## config.mk

```make
export PLATFORM = sky130hd
export DESIGN_NAME = dtb_ctrl
export DESIGN_NICKNAME = d
export VERILOG_FILES = /design/src/dtb_pkg.sv /design/src/dtb_ctrl.sv
export SDC_FILE = /design/constraint.sdc
export NUM_CORES = 1
export LEC_CHECK = 0
export BUFFER_PORTS_ARGS = -buffer_cell sky130_fd_sc_hd__clkbuf_2
export CORE_MARGIN = 2
export CORE_UTILIZATION = 56
export DETAILED_ROUTE_END_ITERATION = 8
export GPL_TIMING_DRIVEN = 0
export PLACE_DENSITY = 0.85
export SLEW_MARGIN = 20
export SYNTH_ARGS = -nofsm -noshare
export SYNTH_HDL_FRONTEND = slang
export SYNTH_SLANG_ARGS = --single-unit
```

## constraint.sdc

```tcl
create_clock -name clk_i -period 3.2 [get_ports clk_i]
set_input_delay 0.32 -clock clk_i [delete_from_list [all_inputs] [get_ports clk_i]]
set_output_delay 0.32 -clock clk_i [all_outputs]
set_load 0.005 [all_outputs]
```

## src/dtb_pkg.sv

```systemverilog
// dtb_pkg: shared constants, codes and types of the dominator tree builder
// no dependencies; imported by every module of the block but dtb_ram

package dtb_pkg;

  localparam int MAX_NODES  = 1024;
  localparam int MAX_EDGES  = 4096;
  localparam int NODE_W     = $clog2(MAX_NODES);
  localparam int CNT_W      = $clog2(MAX_NODES + 1);
  localparam int EADDR_W    = $clog2(MAX_EDGES);
  localparam int ECNT_W     = $clog2(MAX_EDGES + 1);
  localparam int CFG_IDX_W  = 1;
  localparam int CFG_DATA_W = 11;

  localparam logic [CFG_IDX_W-1:0] CFG_START_NODE = 1'd0;
  localparam logic [CFG_IDX_W-1:0] CFG_NODE_COUNT = 1'd1;

  typedef enum logic [1:0] {
    REQ_CLEAR,
    REQ_ADD,
    REQ_COMPUTE,
    REQ_QUERY
  } req_e;

  typedef enum logic [1:0] {
    ST_OK,
    ST_FULL,
    ST_RANGE,
    ST_STALE
  } status_e;

  typedef struct packed {
    logic [NODE_W-1:0] src;
    logic [NODE_W-1:0] dst;
  } edge_t;

  typedef struct packed {
    logic              visited;
    logic [NODE_W-1:0] num;
  } node_ent_t;

  typedef enum logic [4:0] {
    OP_NONE,
    OP_LATCH,
    OP_RESULT,
    OP_FAIL,
    OP_CLEAR_EDGES,
    OP_ADD_EDGE,
    OP_CLR_START,
    OP_CLR_NODE,
    OP_SEED,
    OP_BFS_RD_U,
    OP_BFS_GOT_U,
    OP_EDGE_RD,
    OP_EDGE_SKIP,
    OP_BFS_NEXT_NODE,
    OP_BFS_TGT_RD,
    OP_BFS_VISIT,
    OP_PASS_START,
    OP_PASS_SRC_RD,
    OP_PASS_DST_RD,
    OP_PASS_CUR_RD,
    OP_PASS_CUR,
    OP_PASS_CLIMB,
    OP_PASS_STEPGOT,
    OP_PASS_UPDATE,
    OP_FINISH,
    OP_Q_NODE_RD,
    OP_Q_EARLY,
    OP_Q_IDOM_RD,
    OP_Q_ORDER_RD,
    OP_Q_DONE,
    OP_LOAD_OUT
  } dp_op_e;

  typedef struct packed {
    dp_op_e  op;
    status_e code;
  } dp_cmd_t;

  typedef struct packed {
    req_e req;
    logic add_bad;
    logic edge_full;
    logic root_bad;
    logic computed;
    logic q_bad;
    logic clr_last;
    logic bfs_empty;
    logic edges_done;
    logic edge_ok;
    logic bfs_match;
    logic node_visited;
    logic node_is_root;
    logic fingers_eq;
    logic cur_same;
    logic changed;
    logic q_is_start;
  } dp_sts_t;

  typedef enum logic [4:0] {
    S_IDLE,
    S_DECODE,
    S_CLR,
    S_SEED,
    S_BFS_NEXT,
    S_BFS_U,
    S_BFS_EDGE,
    S_BFS_CHK,
    S_BFS_TGT,
    S_PASS_EDGE,
    S_PASS_CHK,
    S_PASS_SRC,
    S_PASS_DST,
    S_PASS_CUR,
    S_PASS_WALK,
    S_PASS_STEP,
    S_Q_IDOM,
    S_Q_ORDER,
    S_Q_RES,
    S_DONE
  } ctrl_state_e;

endpackage

```

## src/dtb_ctrl.sv

```systemverilog
// dtb_ctrl: sequencer state machine and handshake control
// depends on dtb_pkg; commands dtb_datapath, reads its status

module dtb_ctrl (
  input  logic             clk_i,
  input  logic             rst_ni,
  input  logic             in_valid_i,
  output logic             in_ready_o,
  output logic             out_valid_o,
  input  logic             out_ready_i,
  input  dtb_pkg::dp_sts_t sts_i,
  output dtb_pkg::dp_cmd_t cmd_o
);
  import dtb_pkg::*;

  ctrl_state_e state_q, state_d;
  logic        out_valid_q, out_valid_d;

  always_ff @(posedge clk_i or negedge rst_ni) begin
    if (!rst_ni) begin
      state_q     <= S_IDLE;
      out_valid_q <= 1'b0;
    end else begin
      state_q     <= state_d;
      out_valid_q <= out_valid_d;
    end
  end

  always_comb begin
    state_d     = state_q;
    cmd_o.op    = OP_NONE;
    cmd_o.code  = ST_OK;
    in_ready_o  = 1'b0;
    out_valid_d = out_valid_q && !out_ready_i;

    case (state_q)
      S_IDLE: begin
        in_ready_o = 1'b1;
        if (in_valid_i) begin
          cmd_o.op = OP_LATCH;
          state_d  = S_DECODE;
        end
      end
      S_DECODE: begin
        state_d = S_DONE;
        case (sts_i.req)
          REQ_CLEAR: cmd_o.op = OP_CLEAR_EDGES;
          REQ_ADD: begin
            if (sts_i.add_bad) begin
              cmd_o.op = OP_FAIL;  cmd_o.code = ST_RANGE;
            end else if (sts_i.edge_full) begin
              cmd_o.op = OP_FAIL;  cmd_o.code = ST_FULL;
            end else begin
              cmd_o.op = OP_ADD_EDGE;
            end
          end
          REQ_COMPUTE: begin
            if (sts_i.root_bad) begin
              cmd_o.op = OP_FAIL;  cmd_o.code = ST_RANGE;
            end else begin
              cmd_o.op = OP_CLR_START;
              state_d  = S_CLR;
            end
          end
          REQ_QUERY: begin
            if (!sts_i.computed) begin
              cmd_o.op = OP_RESULT;  cmd_o.code = ST_STALE;
            end else if (sts_i.q_bad) begin
              cmd_o.op = OP_RESULT;  cmd_o.code = ST_RANGE;
            end else begin
              cmd_o.op = OP_Q_NODE_RD;
              state_d  = S_Q_IDOM;
            end
          end
          default: state_d = S_IDLE;
        endcase
      end
      S_CLR: begin
        cmd_o.op = OP_CLR_NODE;
        if (sts_i.clr_last) begin
          state_d = S_SEED;
        end
      end
      S_SEED: begin
        cmd_o.op = OP_SEED;
        state_d  = S_BFS_NEXT;
      end
      S_BFS_NEXT: begin
        if (sts_i.bfs_empty) begin
          cmd_o.op = OP_PASS_START;
          state_d  = S_PASS_EDGE;
        end else begin
          cmd_o.op = OP_BFS_RD_U;
          state_d  = S_BFS_U;
        end
      end
      S_BFS_U: begin
        cmd_o.op = OP_BFS_GOT_U;
        state_d  = S_BFS_EDGE;
      end
      S_BFS_EDGE: begin
        if (sts_i.edges_done) begin
          cmd_o.op = OP_BFS_NEXT_NODE;
          state_d  = S_BFS_NEXT;
        end else begin
          cmd_o.op = OP_EDGE_RD;
          state_d  = S_BFS_CHK;
        end
      end
      S_BFS_CHK: begin
        if (sts_i.bfs_match) begin
          cmd_o.op = OP_BFS_TGT_RD;
          state_d  = S_BFS_TGT;
        end else begin
          cmd_o.op = OP_EDGE_SKIP;
          state_d  = S_BFS_EDGE;
        end
      end
      S_BFS_TGT: begin
        cmd_o.op = sts_i.node_visited ? OP_EDGE_SKIP : OP_BFS_VISIT;
        state_d  = S_BFS_EDGE;
      end
      S_PASS_EDGE: begin
        if (sts_i.edges_done) begin
          if (sts_i.changed) begin
            cmd_o.op = OP_PASS_START;
          end else begin
            cmd_o.op = OP_FINISH;
            state_d  = S_DONE;
          end
        end else begin
          cmd_o.op = OP_EDGE_RD;
          state_d  = S_PASS_CHK;
        end
      end
      S_PASS_CHK: begin
        if (sts_i.edge_ok) begin
          cmd_o.op = OP_PASS_SRC_RD;
          state_d  = S_PASS_SRC;
        end else begin
          cmd_o.op = OP_EDGE_SKIP;
          state_d  = S_PASS_EDGE;
        end
      end
      S_PASS_SRC: begin
        if (sts_i.node_visited) begin
          cmd_o.op = OP_PASS_DST_RD;
          state_d  = S_PASS_DST;
        end else begin
          cmd_o.op = OP_EDGE_SKIP;
          state_d  = S_PASS_EDGE;
        end
      end
      S_PASS_DST: begin
        if (sts_i.node_is_root) begin
          cmd_o.op = OP_EDGE_SKIP;
          state_d  = S_PASS_EDGE;
        end else begin
          cmd_o.op = OP_PASS_CUR_RD;
          state_d  = S_PASS_CUR;
        end
      end
      S_PASS_CUR: begin
        cmd_o.op = OP_PASS_CUR;
        state_d  = S_PASS_WALK;
      end
      S_PASS_WALK: begin
        if (sts_i.fingers_eq) begin
          cmd_o.op = sts_i.cur_same ? OP_EDGE_SKIP : OP_PASS_UPDATE;
          state_d  = S_PASS_EDGE;
        end else begin
          cmd_o.op = OP_PASS_CLIMB;
          state_d  = S_PASS_STEP;
        end
      end
      S_PASS_STEP: begin
        cmd_o.op = OP_PASS_STEPGOT;
        state_d  = S_PASS_WALK;
      end
      S_Q_IDOM: begin
        if (sts_i.node_visited && !sts_i.q_is_start) begin
          cmd_o.op = OP_Q_IDOM_RD;
          state_d  = S_Q_ORDER;
        end else begin
          cmd_o.op = OP_Q_EARLY;
          state_d  = S_DONE;
        end
      end
      S_Q_ORDER: begin
        cmd_o.op = OP_Q_ORDER_RD;
        state_d  = S_Q_RES;
      end
      S_Q_RES: begin
        cmd_o.op = OP_Q_DONE;
        state_d  = S_DONE;
      end
      S_DONE: begin
        if (!out_valid_q || out_ready_i) begin
          cmd_o.op    = OP_LOAD_OUT;
          out_valid_d = 1'b1;
          state_d     = S_IDLE;
        end
      end
      default: state_d = S_IDLE;
    endcase
  end

  assign out_valid_o = out_valid_q;

endmodule

```

### Word level (Yosys, flattened, before mapping)

Index checks and enable logic that the tools add are counted.

* mux-type cells: 47
* reductions and logical operators: 11
* eq/ne operators: 26

Operator list (number)
* $pmux 5 s20: 1
* $pmux 5 s18: 1
* $mux 5: 15
* $eq 5x4->1 const B: 8
* $eq 5x3->1 const B: 4
* $eq 5x5->1 const B: 4
* $mux 2: 10
* $pmux 5 s4: 1
* $mux 3: 6
* $mux 7: 2
* $mux 4: 3
* $eq 5x2->1 const B: 2
* $pmux 5 s2: 1
* $mux 1: 6
* $ne 2x2->1 const B: 3
* $pmux 2 s3: 1
* $eq 5x1->1 const B: 1
* $logic_not 5->1: 1
* $eq 2x2->1 const B: 2
* $reduce_and 4->1: 1
* $reduce_or 2->1: 2
* $logic_not 1->1: 3
* $ne 3x3->1 const B: 1
* $eq 2x1->1 const B: 1
* other kinds (3): 4

* register bits: 6

### Longest topological paths before layout

Gate-level depths: netlist (run 1).

* depth after elaboration: 4
* mapped depth: 7
* mapped depth without buffers: 5

### Worst setup path before layout (run 1)

No wires, ideal clock.

* kind: flip-flop to output port
* start: register state_q[3]
* end: output cmd_o[3] in the netlist's numbering
* path buffers: 1
* arrival time: 1.447 ns
* cell stages (with the launch flop): 7
* slack: 1.433 ns
* cells stage by stage: dfrtp_1 buf_2 o21ai_0 nor2_1 a21oi_1 o22ai_1 or4_1

RTL lines
* start: declaration: line dtb_ctrl.sv:16 `ctrl_state_e state_q, state_d;`
* start signal: assignment: line dtb_ctrl.sv:24 `state_q <= state_d;`
* end: declaration: line dtb_ctrl.sv:12 `output dtb_pkg::dp_cmd_t cmd_o`

==> results of run 1 <==
-- logic make-up (layout without fill, tap and decap cells) --
family | count (synthesis) | after routing | synth area share (%)
flops | 6 | 6 | 13.9
simple gates | 81 | 81 | 42.0
buf+inv | 15 | 49 | 7.78
compound gates | 54 | 54 | 36.2
-- cells in the mapped netlist, types with 2 or more instances --
| cell | n |
|---|---|
| o22ai_1 | 2 |
| dfrtp_1 | 6 |
| nand2b_1 | 8 |
| nand4_1 | 3 |
| nor4bb_1 | 2 |
| a211oi_1 | 6 |
| inv_1 | 4 |
| a31oi_1 | 2 |
| buf_2 | 7 |
| nand2_1 | 16 |
| o21ai_0 | 3 |
| buf_6 | 2 |
| nor2_1 | 15 |
| or2_2 | 2 |
| a32oi_1 | 2 |
| nand3_1 | 6 |
| a21oi_1 | 15 |
| a311oi_1 | 2 |
| o31ai_1 | 2 |
| o211ai_1 | 4 |
| nor3_1 | 5 |
| nor3b_1 | 5 |
| o21ai_1 | 2 |
| nor2b_1 | 6 |
| nand3b_1 | 4 |
-- power by group through the flow --
| stage | clock network (mW) | registers [mW] | logic (mW) |
|---|---|---|---|
| final | 0.0757 | 0.149 | 0.940 |
| after global routing | 0.0787 | 0.153 | 1.03 |
| after CTS | 0.0765 | 0.144 | 0.919 |
| after detailed placement | 0 | 0.146 | 0.912 |
| after global placement | 0 | 0.144 | 0.907 |
| after floorplan | 0 | 0.132 | 0.664 |
-- metrics by stage --
stage	power, mW	instance area [um2]	std cells
floorplan	0.796	1080	156
global placement	1.05	1260	211
detailed placement	1.06	1260	211
CTS	1.14	1290	215
global route	1.26	1290	215
finish	1.17	1290	215
-- state kept, by name, indices dropped and copies added (netlist names) --
register,count
out_valid_o,1
state_q,5
-- layer usage --
metal / track usage [%] / vias to the layer above / part of all wire (%)
met5: 0 / - / 0
met3: 5.66 / 10 / 10
met2: 56.0 / 94 / 46
met1: 48.0 / 649 / 42
li1: - / 671 / -
met4: 11.4 / 0 / 2.1
-- what timing repair did --
action	4_1_cts	5_1_grt
endpoints found under the setup margin	0	0
hold buffers	1	0
gates resized for setup	0	0
hold endpoints to repair	6	0
-- layout make-up --
cell class                 count  area [um2]
clock buffer                   3        22.5
multi-input combinational    135         843
sequential                     6         150
buffer                        11        68.8
tap                           25        31.3
inverter                       4        15.0
timing repair buffer          31         160
fill                         168         473
-- critical path, stage by stage, from the launching register on --
cell	delay, ns
dfrtp_1	0.41
buf_6	0.16
nor3b_1	0.62
nand2_1	0.29
nor2_1	0.24
a311oi_1	0.10
o211ai_1	0.13
clkbuf_2	0.14
-- worst min-delay path by stage --
stage | start | endpoint | slack (ns)
2_1_floorplan | rst_ni | out_valid_o | 0.02
3_3_place_gp | rst_ni | out_valid_o | 0.14
3_5_place_dp | rst_ni | state_q[4] | 0.15
4_1_cts | sts_i[6] | state_q[3] | 0.37
5_1_grt | sts_i[6] | state_q[3] | 0.40
6_report | sts_i[6] | state_q[3] | 0.39
==> results.md, run 1 <==
* Commonest non-fill, non-tap cells in the layout: clkbuf_2 (30), nand2_1 (16), nor2_1 (15), a21oi_1 (15), nand2b_1 (8)
* LEAKAGE at 0.544 nW
* Die X-Extent at 47.9 um
* HPWL after detailed placement at about 2.7 mm
* # IOs at 31
* Largest net degree at the start of global routing at 11
* Die Y at 47.9 um
* Via count at between 1,000 and 1,500
* Yosys cell types at 50
* R2R Setup Slk at roughly 1.2 ns
* Ant diodes at 0
* Status: complete, no violations
* Sequential share of the synthesized area at roughly 14%
* Initial DRC Count at 73
* Vias per inst at between 6 and 7
* Gpl congestion at ~1
* Unrepaired setup endpoints after global routing: false
* Core Area at 1760 um2
* Fin. max-slew vios at 0
* Minimum clock period at 2.67 ns
* EDFF count, synth at 0
* Worst r2r src: state_q[4]
* Synth Flop Type: dfrtp_1
* Antenna violations before repair at 0
* Layout cells sized above 1 at between 20% and 30%
* DRC at 0
* Total CTS buffers at 3
* Post-detailed-route wirelength per cell at 16.6 um
* Fmax at approximately 380 MHz
* Setup violators final at 0
* Die area at around 2300 um2
* Synth warnings at 0
* Sw Ratio at a little over half
* Fraction of synthesis flops using an asynchronous set or reset pin at between 90% and 100%
* WP data arrival at between 2 and 2.5 ns
* Syn Area/Cell at between 6 and 7 um2
* Power Density at 902 nW/um2
* Period utilization at 83.3%
* Psw at approximately 620 uW
* Nets@finish at approximately 210
* Worst-path clk slew at about 0.040 ns
* Post-CTS Repair Setup Buffers at 0
* Worst-path maximum fanout at 10
* CP Launch Type: flop
* Final setup margin at 0.534 ns
* H-tree depth at 1
* Comb power frac at between 80% and 90%
* Max-cap violations at 0
* Antenna viol nets, final at 0
* Root Driver: clkbuf_4
* Worst setup path startpoint: state_q[4]
* Maximum VDD drop at 0.649 mV
* Total Wirelength at ~3.6 mm
* Hold Path Class: input pin to flop
* Final setup TNS at 0 ns
* Worst EP required at approximately 2.9 ns
* I/O Buffers at 30
* CP endpoint: cmd_o[5]
* First-pass GRT wire length at around 5.6 mm
* Synth top area share at 13.9%
* Fin. Hold Viols at 0
* Post-Syn Instances at around 160
* Crit Reg-Reg Endpoint: state_q[4]
* Area delta synth->final at 19.9%
* Clock skew at 0.0150 ns
* Row cnt at 15
* Initial Utilization at 61.1%
* Hold Path Depth at 3
* Critical path class: flop to primary output
* Mapped Area at 1080 um2
* Int Pwr at ~540 uW
* Vias in the first global route at 1,220
* Later-pin clock latency in the skew report at around 0.26 ns
* Pre-CTS WS at a little under 0.9 ns
* Area leader, netlist: dfrtp_1
* Clk sinks at 6
* Overall routing resource usage at between 30% and 40%
* Synth area leaders: dfrtp_1 (14%), a21oi_1 (7.0%), nand2_1 (5.6%)
* Worst hold slack at between 0.3 and 0.4 ns
* Overflow left after global routing at 0
* TritonCTS clock tree: built
* CTS max path bufs at 2
* Layout Utilization at between 70 and 80%
* First-pass detailed-route iteration total at 4
* Reg2Reg Depth at 6
* Flop pwr share at 12.8%
* Clk network pwr share at roughly 6.5%
* Seq cells post-synth at 6
* Slew headroom at 51.0%
* Syn nets at 178
* Slew @ Worst Pin at between 0.7 and 0.8 ns
* Most common cell after layout, fill and taps aside: clkbuf_2
* Worst setup EP type: primary output
Power figures use the tool's default switching activity.
==> run 2: changes to the inputs <==
--- a/config.mk
+++ b/config.mk
@@ -5,12 +5,13 @@
 export SDC_FILE = /design/constraint.sdc
 export NUM_CORES = 1
 export LEC_CHECK = 0
+export ABC_AREA = 1
 export BUFFER_PORTS_ARGS = -buffer_cell sky130_fd_sc_hd__clkbuf_2
 export CORE_MARGIN = 2
-export CORE_UTILIZATION = 56
+export CORE_UTILIZATION = 53
 export DETAILED_ROUTE_END_ITERATION = 8
 export GPL_TIMING_DRIVEN = 0
-export PLACE_DENSITY = 0.85
+export PLACE_DENSITY = 0.8
 export SLEW_MARGIN = 20
 export SYNTH_ARGS = -nofsm -noshare
 export SYNTH_HDL_FRONTEND = slang
==> constraint.sdc (replaced) <==
create_clock -name clk_i -period 2.5 [get_ports clk_i]
set_input_delay 0.25 -clock clk_i [delete_from_list [all_inputs] [get_ports clk_i]]
set_output_delay 0.25 -clock clk_i [all_outputs]
set_load 0.005 [all_outputs]
==> run 2 against run 1 <==
Effect of this change:
- combinational power grew 19%
- clock skew shrank 0.013 ns
- global-route usage shrank 7.2 points
- critical path type unchanged
- critical endpoint is now cmd_o[3]
- largest power group unchanged
==> results.md, run 2 <==
* Synth Flop Type: dfrtp_1
* Later-pin clock latency in the skew report at 0.26 ns (about the same)
* Die Y at 50.7 um (+6.0%)
* Overall routing resource usage at 27.9% (-7.2 points)
* Minimum clock period at just over 2 ns
* CP Launch Type: flop
* Synth area leaders: nand2_1 (17%), dfrtp_1 (13%), nand3_1 (9.5%)
* Wire length on met2 at 1.50 mm (-8.0%)
* Die X-Extent at 50.7 um (+6.0%)
* Post-detailed-route wirelength per cell at 12.5 um (-24%)
* Fraction of synthesis flops using an asynchronous set or reset pin at 100% (unchanged)
* Worst hold slack at 0.299 ns (-0.0928 ns)
* Worst-path clk slew at 0.05 ns (about the same)
* Row cnt at 16 (+1)
* Most common cell on crit path: inv_2
* Antenna violations before repair at 0 (unchanged)
* Synth top area share at 16.5% (+2.6 points)
* Worst setup EP type: primary output
* Crit path cell chain: inv_2 -> nand3_2 -> inv_2 -> nand2_1 -> o21ai_1 -> nor2_1 -> nand3_1 -> clkbuf_2
* Total CTS buffers at 3 (unchanged)
* Most common cell after layout, fill and taps aside: nand2_1
* Largest net degree at the start of global routing at 11 (unchanged)
* Design area at 1370 um2 (+6.4%)
* Fmax at approximately 500 MHz
* Worst r2r src: state_q[4]
* Total Wirelength at 3.22 mm (-9.7%)
* Synth warnings at 0 (unchanged)
* Seq cells post-synth at 6 (unchanged)
* TritonCTS clock tree: built
* LEAKAGE at 0.818 nW (+50%)
* Clock skew at 0.00229 ns (-0.0127 ns)
* Yosys cell types at 29 (-42%)
* DRC at 0 (unchanged)
* H-tree depth at 1 (unchanged)
* Worst setup path startpoint: state_q[4]
* Top reg by flops: state_q
* Critical path class: flop to primary output
* First-pass detailed-route iteration total at 5 (+1)
* WL met3 at 300 um (-17%)
* Setup violators final at 0 (unchanged)
* Commonest non-fill, non-tap cells in the layout: nand2_1 (51), clkbuf_2 (30), nor2_1 (24), nand3_1 (22), inv_1 (18)
* Sw Ratio at 56.8% (+3.4 points)
* Ant diodes at 0 (unchanged)
* Gpl congestion at 0.921 (-6.0%)
* Slew headroom at 80.2% (+29 points)
* Count leader, synth: nand2_1
* First-pass GRT wire length at 5.37 mm (-4.8%)
* Nets@finish at 254 (+19%)
* Comb power frac at 80.5% (-0.2 points)
* CTS resizes at 0 (unchanged)
* Clk network pwr share at 7.1% (+0.6 points)
* Unrepaired setup endpoints after global routing: false
* Initial DRC Count at 77 (+5.5%)
* Syn nets at 218 (+22%)
* Fin. Hold Viols at 0 (unchanged)
* Via count at 1,390 (-2.4%)
* Mapped Area at 1160 um2 (+7.4%)
* Die area at 2570 um2 (+12%)
* Critical Path Slowest Stage Cell: dfrtp_1
* I/O Buffers at 30 (unchanged)
* Psw at 794 uW (+28%)
* Worst EP required at 2.25 ns (-0.63 ns)
* Post-Syn Instances at 196 (+26%)
* Placement Cell Area at 1340 um2 (+6.6%)
* Area delta synth->final at 18.7%
* Hold Path Class: input pin to flop
* Max-cap violations at 0 (unchanged)
* Top layer in use: met4
* Max reg flops at 5 (unchanged)
* Flop pwr share at 12.5% (-0.3 points)
* Final setup TNS at 0 ns (unchanged)
* Worst hold start: sts_i[9]
* WP data arrival at 1.80 ns (-0.55 ns)
* Overflow left after global routing at 0 (unchanged)
* Met1 WL at 1.34 mm (-10%)
* Sequential share of the synthesized area at 13.0% (-0.96 points)
* EDFF count, synth at 0 (unchanged)
* CTS max path bufs at 2 (unchanged)
* # IOs at 31 (unchanged)
* Clk sinks at 6 (unchanged)
* Slew @ Worst Pin at 0.297 ns (-0.436 ns)
* Worst-path maximum fanout at 10 (unchanged)
* Worst stage delay on the critical path at 0.45 ns (-0.17 ns)
* Vias per inst at 5.41 (-18%)
* Core Area at 2000 um2 (+13%)
* Status: complete, no violations
* Maximum VDD drop at 0.773 mV (+19%)
* Area leader, netlist: nand2_1
* Fin. max-slew vios at 0 (unchanged)
* Vias in the first global route at 1,212 (-0.66%)
* HPWL after detailed placement at 2.73 mm (+2.1%)
* Antenna viol nets, final at 0 (unchanged)
* Syn Area/Cell at 5.90 um2 (-14%)
* Root Driver: clkbuf_4
* Initial Utilization at 57.8% (-3.3 points)
* Layout cells sized above 1 at 34.8% (+6.9 points)
* Period utilization at approximately four fifths
* Power Density at 1020 nW/um2 (+13%)
* Most frequent cells after synthesis: nand2_1 (51), nor2_1 (24), nand3_1 (22), inv_1 (18), inv_2 (11)
* Int Pwr at 603 uW (+11%)
run 2: cell count changes in the layout (fill, tap and decap cells not counted), moves of 7 or more:
cell and change:
nand2_1 +35, nand3_1 +16, inv_1 +14, inv_2 +11, a21oi_1 -10, nor2_1 +9, nor2_4 +9, nand2b_1 -8
buf_2 -7
run 2: timing repair:
item	in CTS	in global routing
hold endpoints to repair	6	0
buffers inserted	0	0
hold buffers	1	0
endpoints found under the setup margin	0	0
run 2: area by class of cell:
| type | instances | area [um2] |
|---|---|---|
| inverter | 30 | 115 |
| multi-input combinational | 157 | 866 |
| sequential | 6 | 150 |
| fill | 189 | 628 |
| tap | 27 | 33.8 |
| clock buffer | 3 | 22.5 |
| timing repair buffer | 31 | 160 |
| buffer | 3 | 26.3 |
run 2: cells by family (layout without fill, tap and decap cells):
| logic type | count (synthesis) | after routing | synth area share [%] |
|---|---|---|---|
| flip-flops | 6 | 6 | 13.0 |
| AND/OR/NAND/NOR | 138 | 138 | 64.8 |
| buffers and inverters | 33 | 67 | 12.2 |
| AO/OA/AOI/OAI | 19 | 19 | 10.1 |
run 2: power groups by stage:
stage / clock network [mW] / logic [mW] / registers [mW]
2_1_floorplan: 0 / 0.825 / 0.168
3_3_place_gp: 0 / 1.11 / 0.172
3_5_place_dp: 0 / 1.11 / 0.175
4_1_cts: 0.101 / 1.12 / 0.173
5_1_grt: 0.106 / 1.24 / 0.177
6_report: 0.0988 / 1.12 / 0.174
run 2: layer usage:
layer  global-route usage [%]  vias up
met2                     44.7       68
met5                        0        -
met3                     7.74       14
met4                     12.2        0
li1                         -      702
met1                     34.7      606
run 2: path summary, 6_finish.rpt:
path	endpoint	slack (ns)	cells past startpoint
worst max-delay path	cmd_o[3]	0.45	8
worst min-delay path	state_q[3]	0.30	3
worst max register to register	state_q[1]	0.92	8
worst min register to register	out_valid_o	0.59	2
max in group asynchronous	state_q[0]	2.01	2
min in group asynchronous	state_q[2]	0.34	2
run 2: metrics by stage:
stage / instances / util, % / setup slack, ns / power, mW
after floorplan: 196 / - / 1.08 / 0.993
after global placement: 253 / 67.0 / 0.781 / 1.28
after detailed placement: 253 / 67.0 / 0.744 / 1.29
after CTS: 257 / 68.6 / 0.468 / 1.39
after global routing: 257 / 68.6 / 0.339 / 1.52
final: 257 / 68.6 / 0.452 / 1.40
run 2: worst max-delay path: cells and delay by family, from the launching register on:
kind            cells  cell delay (ns)
simple gates        4             0.39
flops               1             0.45
buf+inv             3             0.44
compound gates      1             0.25
